### src/hw/rtl/ultrasonic_echo_ranger_defines.svh
// Assertion macros for the ultrasonic echo ranger.
`ifndef ULTRASONIC_ECHO_RANGER_DEFINES_SVH
`define ULTRASONIC_ECHO_RANGER_DEFINES_SVH

`ifndef SYNTHESIS
// Same-cycle implication, checked out of reset.
`define UER_ASSERT_IMPL(label, ante, cons) \
    label: assert property (@(posedge aclk) disable iff (!aresetn) (ante) |-> (cons)) \
        else $error("uer assertion failed");
// Next-cycle implication, checked out of reset.
`define UER_ASSERT_NEXT(label, ante, cons) \
    label: assert property (@(posedge aclk) disable iff (!aresetn) (ante) |=> (cons)) \
        else $error("uer assertion failed");
`else
`define UER_ASSERT_IMPL(label, ante, cons)
`define UER_ASSERT_NEXT(label, ante, cons)
`endif

`endif

### src/hw/rtl/uer_pkg.sv
// Types and constants shared by the ultrasonic echo ranger modules.
package uer_pkg;

    // Measurement phase, one-hot
    typedef enum logic [3:0] {
        PH_IDLE      = 4'b0001,
        PH_TRIGGER   = 4'b0010,
        PH_WAIT_RISE = 4'b0100,
        PH_MEASURE   = 4'b1000
    } phase_t;

    // Configuration register indexes
    typedef enum logic {
        CFG_TIMEOUT = 1'b0,
        CFG_TRIGGER = 1'b1
    } cfg_idx_t;

    localparam int TICK_W    = 16;
    localparam int PULSE_W   = 8;
    localparam int DIST_W    = 16;
    localparam int CFG_W     = 16;

    localparam logic [TICK_W-1:0]  TIMEOUT_RESET    = 16'd12500;
    localparam logic [PULSE_W-1:0] TRIGGER_RESET    = 8'd3;
    localparam logic [DIST_W-1:0]  TIMEOUT_DISTANCE = 16'hFFFF;
    localparam logic [TICK_W-1:0]  TICK_MAX         = 16'hFFFF;

    // count * 343 / 500 == (count * DIST_MULT) >> DIST_SHIFT for every 16-bit count
    localparam int              DIST_SHIFT  = 26;
    localparam int              DIST_MULT_W = 26;
    localparam logic [DIST_MULT_W-1:0] DIST_MULT = 26'd46036681;
    localparam int              PROD_W      = TICK_W + DIST_MULT_W;

    // One result item
    typedef struct packed {
        logic [DIST_W-1:0] distance_mm;
        logic              timed_out;
        logic              done_res;
        logic              busy_res;
        logic              trigger_out;
    } result_t;

endpackage

### src/hw/rtl/uer_out_buf.sv
// Two-entry result buffer between the ranger core and the output channel.
module uer_out_buf (
    input  logic             aclk,
    input  logic             aresetn,
    input  logic             push,
    input  uer_pkg::result_t push_data,
    output logic             in_ready,
    output logic             out_valid,
    input  logic             out_ready,
    output uer_pkg::result_t out_data
);

    logic [1:0]       count_reg, count_next;
    uer_pkg::result_t head_reg;
    uer_pkg::result_t tail_reg;
    logic             pop;

    assign pop       = out_valid && out_ready;
    assign out_valid = (count_reg != 2'd0);
    assign in_ready  = (count_reg != 2'd2);
    assign out_data  = head_reg;

    // Occupancy
    always_comb begin
        count_next = count_reg;
        if (push && !pop) begin
            count_next = count_reg + 2'd1;
        end else if (pop && !push) begin
            count_next = count_reg - 2'd1;
        end
    end

    always_ff @(posedge aclk) begin
        if (!aresetn) begin
            count_reg <= 2'd0;
        end else begin
            count_reg <= count_next;
        end
    end

    // Data slots: head is what the output shows, tail holds the second entry
    always_ff @(posedge aclk) begin
        if (pop) begin
            if (count_reg == 2'd2) begin
                head_reg <= tail_reg;
            end else if (push) begin
                head_reg <= push_data;
            end
        end else if (push && count_reg == 2'd0) begin
            head_reg <= push_data;
        end
        if (push && ((count_reg == 2'd1 && !pop) || (count_reg == 2'd2 && pop))) begin
            tail_reg <= push_data;
        end
    end

endmodule

### src/hw/rtl/ultrasonic_echo_ranger.sv
// Ultrasonic echo ranger top level: trigger pulse, echo timing and distance.
// A result is valid on the cycle after its input transfer if the buffer is empty.
// Throughput: one item per cycle; a two-entry output buffer holds waiting results,
// and s_tready drops only while both entries are full.
// Reset (aresetn low, synchronous): phase idle, counters and distance zero,
// registers back to timeout 12500 and trigger 3 ticks, output buffer empty.
`include "ultrasonic_echo_ranger_defines.svh"

module ultrasonic_echo_ranger (
    input  logic                       aclk,
    input  logic                       aresetn,
    // configuration write port
    input  logic                       cfg_we,
    input  logic                       cfg_index,
    input  logic [uer_pkg::CFG_W-1:0]  cfg_wdata,
    // input channel
    input  logic                       s_tvalid,
    output logic                       s_tready,
    input  logic [7:0]                 s_tdata,   // [0] echo_level, [7:1] zero
    input  logic                       s_tuser,   // [0] command
    // result channel
    output logic                       m_tvalid,
    input  logic                       m_tready,
    output logic [23:0]                m_tdata    // [0] trigger_out, [1] busy_res,
                                                  // [2] done_res, [3] timed_out,
                                                  // [19:4] distance_mm, [23:20] zero
);

    logic [uer_pkg::TICK_W-1:0]  timeout_reg;
    logic [uer_pkg::PULSE_W-1:0] trigger_reg;

    uer_pkg::phase_t             phase_reg, phase_next;
    logic [uer_pkg::TICK_W-1:0]  tick_reg, tick_next;
    logic [uer_pkg::PULSE_W-1:0] pulse_reg, pulse_next;
    logic [uer_pkg::DIST_W-1:0]  dist_reg, dist_next;
    logic                        tflag_reg, tflag_next;
    logic                        done;

    logic                        s_fire;
    logic                        command;
    logic                        echo;
    logic [uer_pkg::TICK_W-1:0]  tick_inc;
    logic [uer_pkg::PULSE_W-1:0] pulse_inc;
    logic                        timeout_hit;
    logic [uer_pkg::PROD_W-1:0]  product;
    logic [uer_pkg::DIST_W-1:0]  dist_calc;

    uer_pkg::result_t            res_next;
    uer_pkg::result_t            res_out;

    assign s_fire  = s_tvalid && s_tready;
    assign command = s_tuser;
    assign echo    = s_tdata[0];

    // Configuration registers
    always_ff @(posedge aclk) begin
        if (!aresetn) begin
            timeout_reg <= uer_pkg::TIMEOUT_RESET;
            trigger_reg <= uer_pkg::TRIGGER_RESET;
        end else if (cfg_we) begin
            unique case (uer_pkg::cfg_idx_t'(cfg_index))
                uer_pkg::CFG_TIMEOUT: timeout_reg <= cfg_wdata;
                uer_pkg::CFG_TRIGGER: trigger_reg <= cfg_wdata[uer_pkg::PULSE_W-1:0];
                default: ;
            endcase
        end
    end

    // Saturating tick counter, timeout compare and distance scaling
    assign tick_inc    = (tick_reg != uer_pkg::TICK_MAX) ? tick_reg + 16'd1 : tick_reg;
    assign pulse_inc   = pulse_reg + 8'd1;
    assign timeout_hit = (tick_inc >= timeout_reg);
    assign product     = {{uer_pkg::DIST_MULT_W{1'b0}}, tick_inc} *
                         {{uer_pkg::TICK_W{1'b0}}, uer_pkg::DIST_MULT};
    assign dist_calc   = product[uer_pkg::DIST_SHIFT +: uer_pkg::DIST_W];

    // Phase sequencing per transfer
    always_comb begin
        phase_next = phase_reg;
        tick_next  = tick_reg;
        pulse_next = pulse_reg;
        dist_next  = dist_reg;
        tflag_next = tflag_reg;
        done       = 1'b0;
        if (command) begin
            if (phase_reg == uer_pkg::PH_IDLE) begin
                phase_next = uer_pkg::PH_TRIGGER;
                pulse_next = '0;
            end
        end else begin
            unique case (phase_reg)
                uer_pkg::PH_IDLE: ;
                uer_pkg::PH_TRIGGER: begin
                    pulse_next = pulse_inc;
                    if (pulse_inc >= trigger_reg) begin
                        tick_next  = '0;
                        phase_next = uer_pkg::PH_WAIT_RISE;
                    end
                end
                uer_pkg::PH_WAIT_RISE: begin
                    tick_next = tick_inc;
                    if (timeout_hit) begin
                        dist_next  = uer_pkg::TIMEOUT_DISTANCE;
                        tflag_next = 1'b1;
                        phase_next = uer_pkg::PH_IDLE;
                        done       = 1'b1;
                    end else if (echo) begin
                        tick_next  = '0;
                        phase_next = uer_pkg::PH_MEASURE;
                    end
                end
                uer_pkg::PH_MEASURE: begin
                    tick_next = tick_inc;
                    if (timeout_hit) begin
                        dist_next  = uer_pkg::TIMEOUT_DISTANCE;
                        tflag_next = 1'b1;
                        phase_next = uer_pkg::PH_IDLE;
                        done       = 1'b1;
                    end else if (!echo) begin
                        dist_next  = dist_calc;
                        tflag_next = 1'b0;
                        phase_next = uer_pkg::PH_IDLE;
                        done       = 1'b1;
                    end
                end
                default: ;
            endcase
        end
    end

    always_ff @(posedge aclk) begin
        if (!aresetn) begin
            phase_reg <= uer_pkg::PH_IDLE;
            tick_reg  <= '0;
            pulse_reg <= '0;
            dist_reg  <= '0;
            tflag_reg <= 1'b0;
        end else if (s_fire) begin
            phase_reg <= phase_next;
            tick_reg  <= tick_next;
            pulse_reg <= pulse_next;
            dist_reg  <= dist_next;
            tflag_reg <= tflag_next;
        end
    end

    // Result of this transfer
    always_comb begin
        res_next.trigger_out = (phase_next == uer_pkg::PH_TRIGGER);
        res_next.busy_res    = (phase_next != uer_pkg::PH_IDLE);
        res_next.done_res    = done;
        res_next.timed_out   = tflag_next;
        res_next.distance_mm = dist_next;
    end

    uer_out_buf u_out_buf (
        .aclk      (aclk),
        .aresetn   (aresetn),
        .push      (s_fire),
        .push_data (res_next),
        .in_ready  (s_tready),
        .out_valid (m_tvalid),
        .out_ready (m_tready),
        .out_data  (res_out)
    );

    assign m_tdata = {4'd0, res_out.distance_mm, res_out.timed_out, res_out.done_res,
                      res_out.busy_res, res_out.trigger_out};

    // A finished measurement leaves the sequencer idle
    `UER_ASSERT_NEXT(a_done_idle, s_fire && done, phase_reg == uer_pkg::PH_IDLE)
    // A timed-out result always carries the timeout distance
    `UER_ASSERT_IMPL(a_timeout_dist, m_tvalid && m_tdata[3], m_tdata[19:4] == 16'hFFFF)
    // Trigger high only during a measurement
    `UER_ASSERT_IMPL(a_trig_busy, m_tvalid && m_tdata[0], m_tdata[1])
    // Input stalls only when results are waiting
    `UER_ASSERT_IMPL(a_stall_full, !s_tready, m_tvalid)

endmodule
### config.mk
export PLATFORM = sky130hd
export DESIGN_NAME = ultrasonic_echo_ranger
export DESIGN_NICKNAME = d
export VERILOG_FILES = /design/src/hw/rtl/uer_pkg.sv /design/src/hw/rtl/uer_out_buf.sv /design/src/hw/rtl/ultrasonic_echo_ranger.sv
export VERILOG_INCLUDE_DIRS = /design/src /design/src/hw/rtl
export SDC_FILE = /design/constraint.sdc
export NUM_CORES = 1
export LEC_CHECK = 0
export BUFFER_PORTS_ARGS = -buffer_cell sky130_fd_sc_hd__clkbuf_2
export CAP_MARGIN = 10
export CORE_MARGIN = 2
export CORE_UTILIZATION = 60
export CTS_CLUSTER_DIAMETER = 30
export DETAILED_ROUTE_END_ITERATION = 10
export HOLD_SLACK_MARGIN = 0.08
export PLACE_DENSITY = 0.78
export SLEW_MARGIN = 20
export SYNTH_ARGS = -nofsm -noshare
export SYNTH_HDL_FRONTEND = slang
export SYNTH_SLANG_ARGS = --single-unit
### constraint.sdc
create_clock -name aclk -period 11.2 [get_ports aclk]
set_input_delay 1.68 -clock aclk [delete_from_list [all_inputs] [get_ports aclk]]
set_output_delay 1.68 -clock aclk [all_outputs]
set_load 0.02 [all_outputs]
==> insert_results.sql <==
INSERT INTO impl_metrics (metric_group, metric, value, unit) VALUES
('clocking', 'clock_tree_from_tritoncts', 'built', ''),
('timing', 'timing.final.max_slew_violations', '0', ''),
('timing', 'post-route-worst-setup-slack', '2.005', 'ns'),
('clocking', 'ctsRootBufferMaster', 'clkbuf_16', ''),
('yosys', 'syn_avg_cell_area', '9.100', 'sq um'),
('yosys', 'synth_seq_area_share', '19.52', '%'),
('critical_path', 'worst_reg_to_reg_path_cell_count', '25', ''),
('clocking', 'cts.sinks', '111', ''),
('global_routing', 'grt_first_pass_wirelength', '55.73', 'mm'),
('yosys', 'synthMuxAreaShare', '1.155', '%'),
('floorplan', 'placement_rows', '54', ''),
('yosys', 'synth_area', '0.01343', 'sq mm'),
('critical_path', 'cp_data_arrival_time', '9.31', 'ns'),
('yosys', 'post_synth_fa_ha_maj_area_fraction', '39.19', '%'),
('yosys', 'synth_async_sr_flop_share', '0', '%'),
('route', 'postRouteAntennaNets', '0', ''),
('global_routing', 'grt_pass1_vias', '10788', ''),
('route', 'detail_route.wirelength.met1', '15.07', 'mm'),
('critical_path', 'buffers_plus_inverters_on_the_worst_setup_path', '4', ''),
('route', 'viasPerCell', '5.950', ''),
('power', 'cellLeakagePower', '7.261', 'nW'),
('placed_design', 'detailed_place_hpwl', '28.02', 'mm'),
('placed_design', 'placement.setup.worst_slack', '2.123', 'ns'),
('floorplan', 'floorplan.initialDensity', '61.36', '%'),
('cells_and_area', 'finish.net_count', '1869', ''),
('yosys', 'netlist_instances', '1476', ''),
('power', 'power.density_cell_area', '70.38', 'mW/mm^2'),
('critical_path', 'cp_top_family', 'adder cells', ''),
('route', 'detailroute.wirelength.met3', '2.607', 'mm'),
('timing', 'grt_setup_unrepaired', 'no', ''),
('power', 'irDropWorstVdd', '0.08491', 'mV'),
('timing', 'tightestPinTransition', '1.054', 'ns'),
('clocking', 'worst_setup_hold_path_clk_slew', '0.08', 'ns'),
('route', 'detail_route.wl_per_cell', '18.93', 'um'),
('yosys', 'synthSimpleGateAreaFrac', '12.51', '%'),
('worst_hold_path', 'min_path_cells', '2', ''),
('timing', 'fmax', '0.1088', 'GHz'),
('timing', 'worst_clock_skew', '0.01096', 'ns'),
('global_routing', 'grt_start_max_net_pins', '28', ''),
('critical_path', 'timing.critical_path.mode_cell', 'fa_1', ''),
('cells_and_area', 'insertedDiodeCount', '0', ''),
('clocking', 'clock_tree.buffer_depth', '2', ''),
('floorplan', 'io_pins', '57', ''),
('critical_path', 'required', '11.31', 'ns'),
('clocking', 'cts-buffers-inserted', '9', ''),
('yosys', 'fraction_of_the_mapped_netlist_area_in_compound_gates', '15.20', '%'),
('floorplan', 'core_region_area', '0.02189', 'sq mm'),
('yosys', 'total_number_of_yosys_warnings', '0', ''),
('route', 'first_pass_iters', '6', ''),
('route', 'num_vias', '10681', ''),
('route', 'met2_length', '15.47', 'mm'),
('yosys', 'synth-edff-count', '40', ''),
('yosys', 'yosys_register_bits', '111', ''),
('clocking', 'cts_post_setup_buffers_inserted', '0', ''),
('clocking', 'hold_bufs_at_cts', '0', ''),
('timing', 'slew_headroom', '29.47', '%'),
('clocking', 'post_cts.resized_instances', '0', ''),
('yosys', 'synth_top_family_by_area', 'adder cells', ''),
('critical_path', 'timing.setup.critical_path_class', 'reg -> reg', ''),
('critical_path', 'crit_path_max_fanout', '9', ''),
('critical_path', 'startpoint_type', 'flip-flop', ''),
('yosys', 'leading_register_cell_type_out_of_synthesis', 'dfxtp_1', ''),
('floorplan', 'die_h', '153.6', 'um'),
('route', 'drt_first_iter_violations', '780', ''),
('critical_path', 'critPathMaxStageDelay', '0.88', 'ns'),
('timing', 'hold_viol_final', '0', ''),
('critical_path', 'worst_setup_path_end_kind', 'flip-flop', ''),
('route', 'drcViolationCount', '0', ''),
('status', 'result_of_the_run', 'finished clean', ''),
('global_routing', 'overflow', '0', ''),
('route', 'detail_route.wirelength', '33.98', 'mm');
==> where the power goes <==
part           internal [mW]  switching, mW  total, mW
logic                 0.0545          0.127      0.182
clock network          0.163          0.165      0.328
registers              0.474         0.0188      0.493
==> layout make-up <==
type,count,area (sq um)
clock buffer,10,239.0
clock inverter,6,58.81
fill,1832,7649
inverter,276,1036
multi-input combinational,1055,9620
sequential,111,2623
tap,280,350.3
timing repair buffer,57,315.3
==> logic make-up after synthesis <==
kind of cell / count (synthesis)
multiplexers: 14
other: 1
adder cells (fa/ha/maj): 329
AND/OR/NAND/NOR: 346
flip-flops: 111
XOR/XNOR: 51
buffers and inverters: 313
AO/OA/AOI/OAI: 311
==> cells in the final DEF (no fill, tap or decap), types with 14 or more instances in the layout <==
| master | count |
|---|---|
| a211oi_1 | 14 |
| a21o_1 | 19 |
| a21oi_1 | 99 |
| a31oi_1 | 18 |
| clkbuf_2 | 45 |
| dfxtp_1 | 71 |
| edfxtp_1 | 40 |
| fa_1 | 153 |
| ha_1 | 175 |
| inv_1 | 275 |
| nand2_1 | 132 |
| nand3_1 | 24 |
| nand4_1 | 14 |
| nor2_1 | 86 |
| nor3_1 | 15 |
| o21ai_0 | 65 |
| xnor2_1 | 21 |
| xor2_1 | 30 |
==> final timing paths <==
check	startpoint	end	slack, ns
min	trigger_reg[4]	trigger_reg[4]	0.46
min reg2reg	trigger_reg[4]	trigger_reg[4]	0.46
max	tick_reg[0]	u_out_buf.out_data[14]	2.00
max reg2reg	tick_reg[0]	u_out_buf.out_data[14]	2.00
==> worst min-delay path, stage by stage (launching register included) <==
cell	delay (ns)
dfxtp_1	0.31
nand2_1	0.05
a21oi_1	0.05
==> metal layers <==
metal	GRT usage [%]	vias up
met5	0	-
met2	46.79	405
met4	8.038	0
li1	-	5027
met3	4.932	72
met1	42.84	5177
==> stage by stage <==
step / instances / area (sq um) / hold WS [ns]
2_1_floorplan: 1479 / 13440 / 0.4363
3_3_place_gp: 1779 / 13940 / 0.4451
3_5_place_dp: 1779 / 13940 / 0.4497
6_report: 1795 / 14240 / 0.4595
4_1_cts: 1795 / 14230 / 0.4608
5_1_grt: 1795 / 14240 / 0.4779
==> Yosys cell counts, drive strengths merged (3+ instances only) <==
cell type | instances | area share [%]
a2111oi | 6 | 0.44
a211oi | 15 | 0.88
a21boi | 3 | 0.17
a21o | 19 | 1.1
a21oi | 100 | 3.7
a221o | 3 | 0.22
a221oi | 3 | 0.20
a22oi | 3 | 0.20
a31oi | 18 | 0.84
and2 | 9 | 0.44
and3 | 13 | 0.61
buf | 11 | 0.60
clkbuf | 26 | 0.75
dfxtp | 71 | 11
edfxtp | 40 | 8.9
fa | 153 | 23
ha | 175 | 16
inv | 275 | 7.7
mux2 | 12 | 1.0
nand2 | 133 | 3.7
nand2b | 7 | 0.33
nand3 | 24 | 0.89
nand3b | 4 | 0.22
nand4 | 16 | 0.97
nor2 | 86 | 2.4
nor2b | 6 | 0.28
nor3 | 15 | 0.56
nor4 | 7 | 0.66
o211ai | 11 | 0.61
o21a | 8 | 0.50
o21ai | 70 | 2.8
o21bai | 7 | 0.39
o221a | 3 | 0.25
o22ai | 4 | 0.19
o31a | 5 | 0.34
o31ai | 6 | 0.58
or2 | 6 | 0.28
or3 | 8 | 0.37
or4 | 4 | 0.23
xnor2 | 21 | 1.4
xor2 | 30 | 2.0
Power figures use the tool's default switching activity.
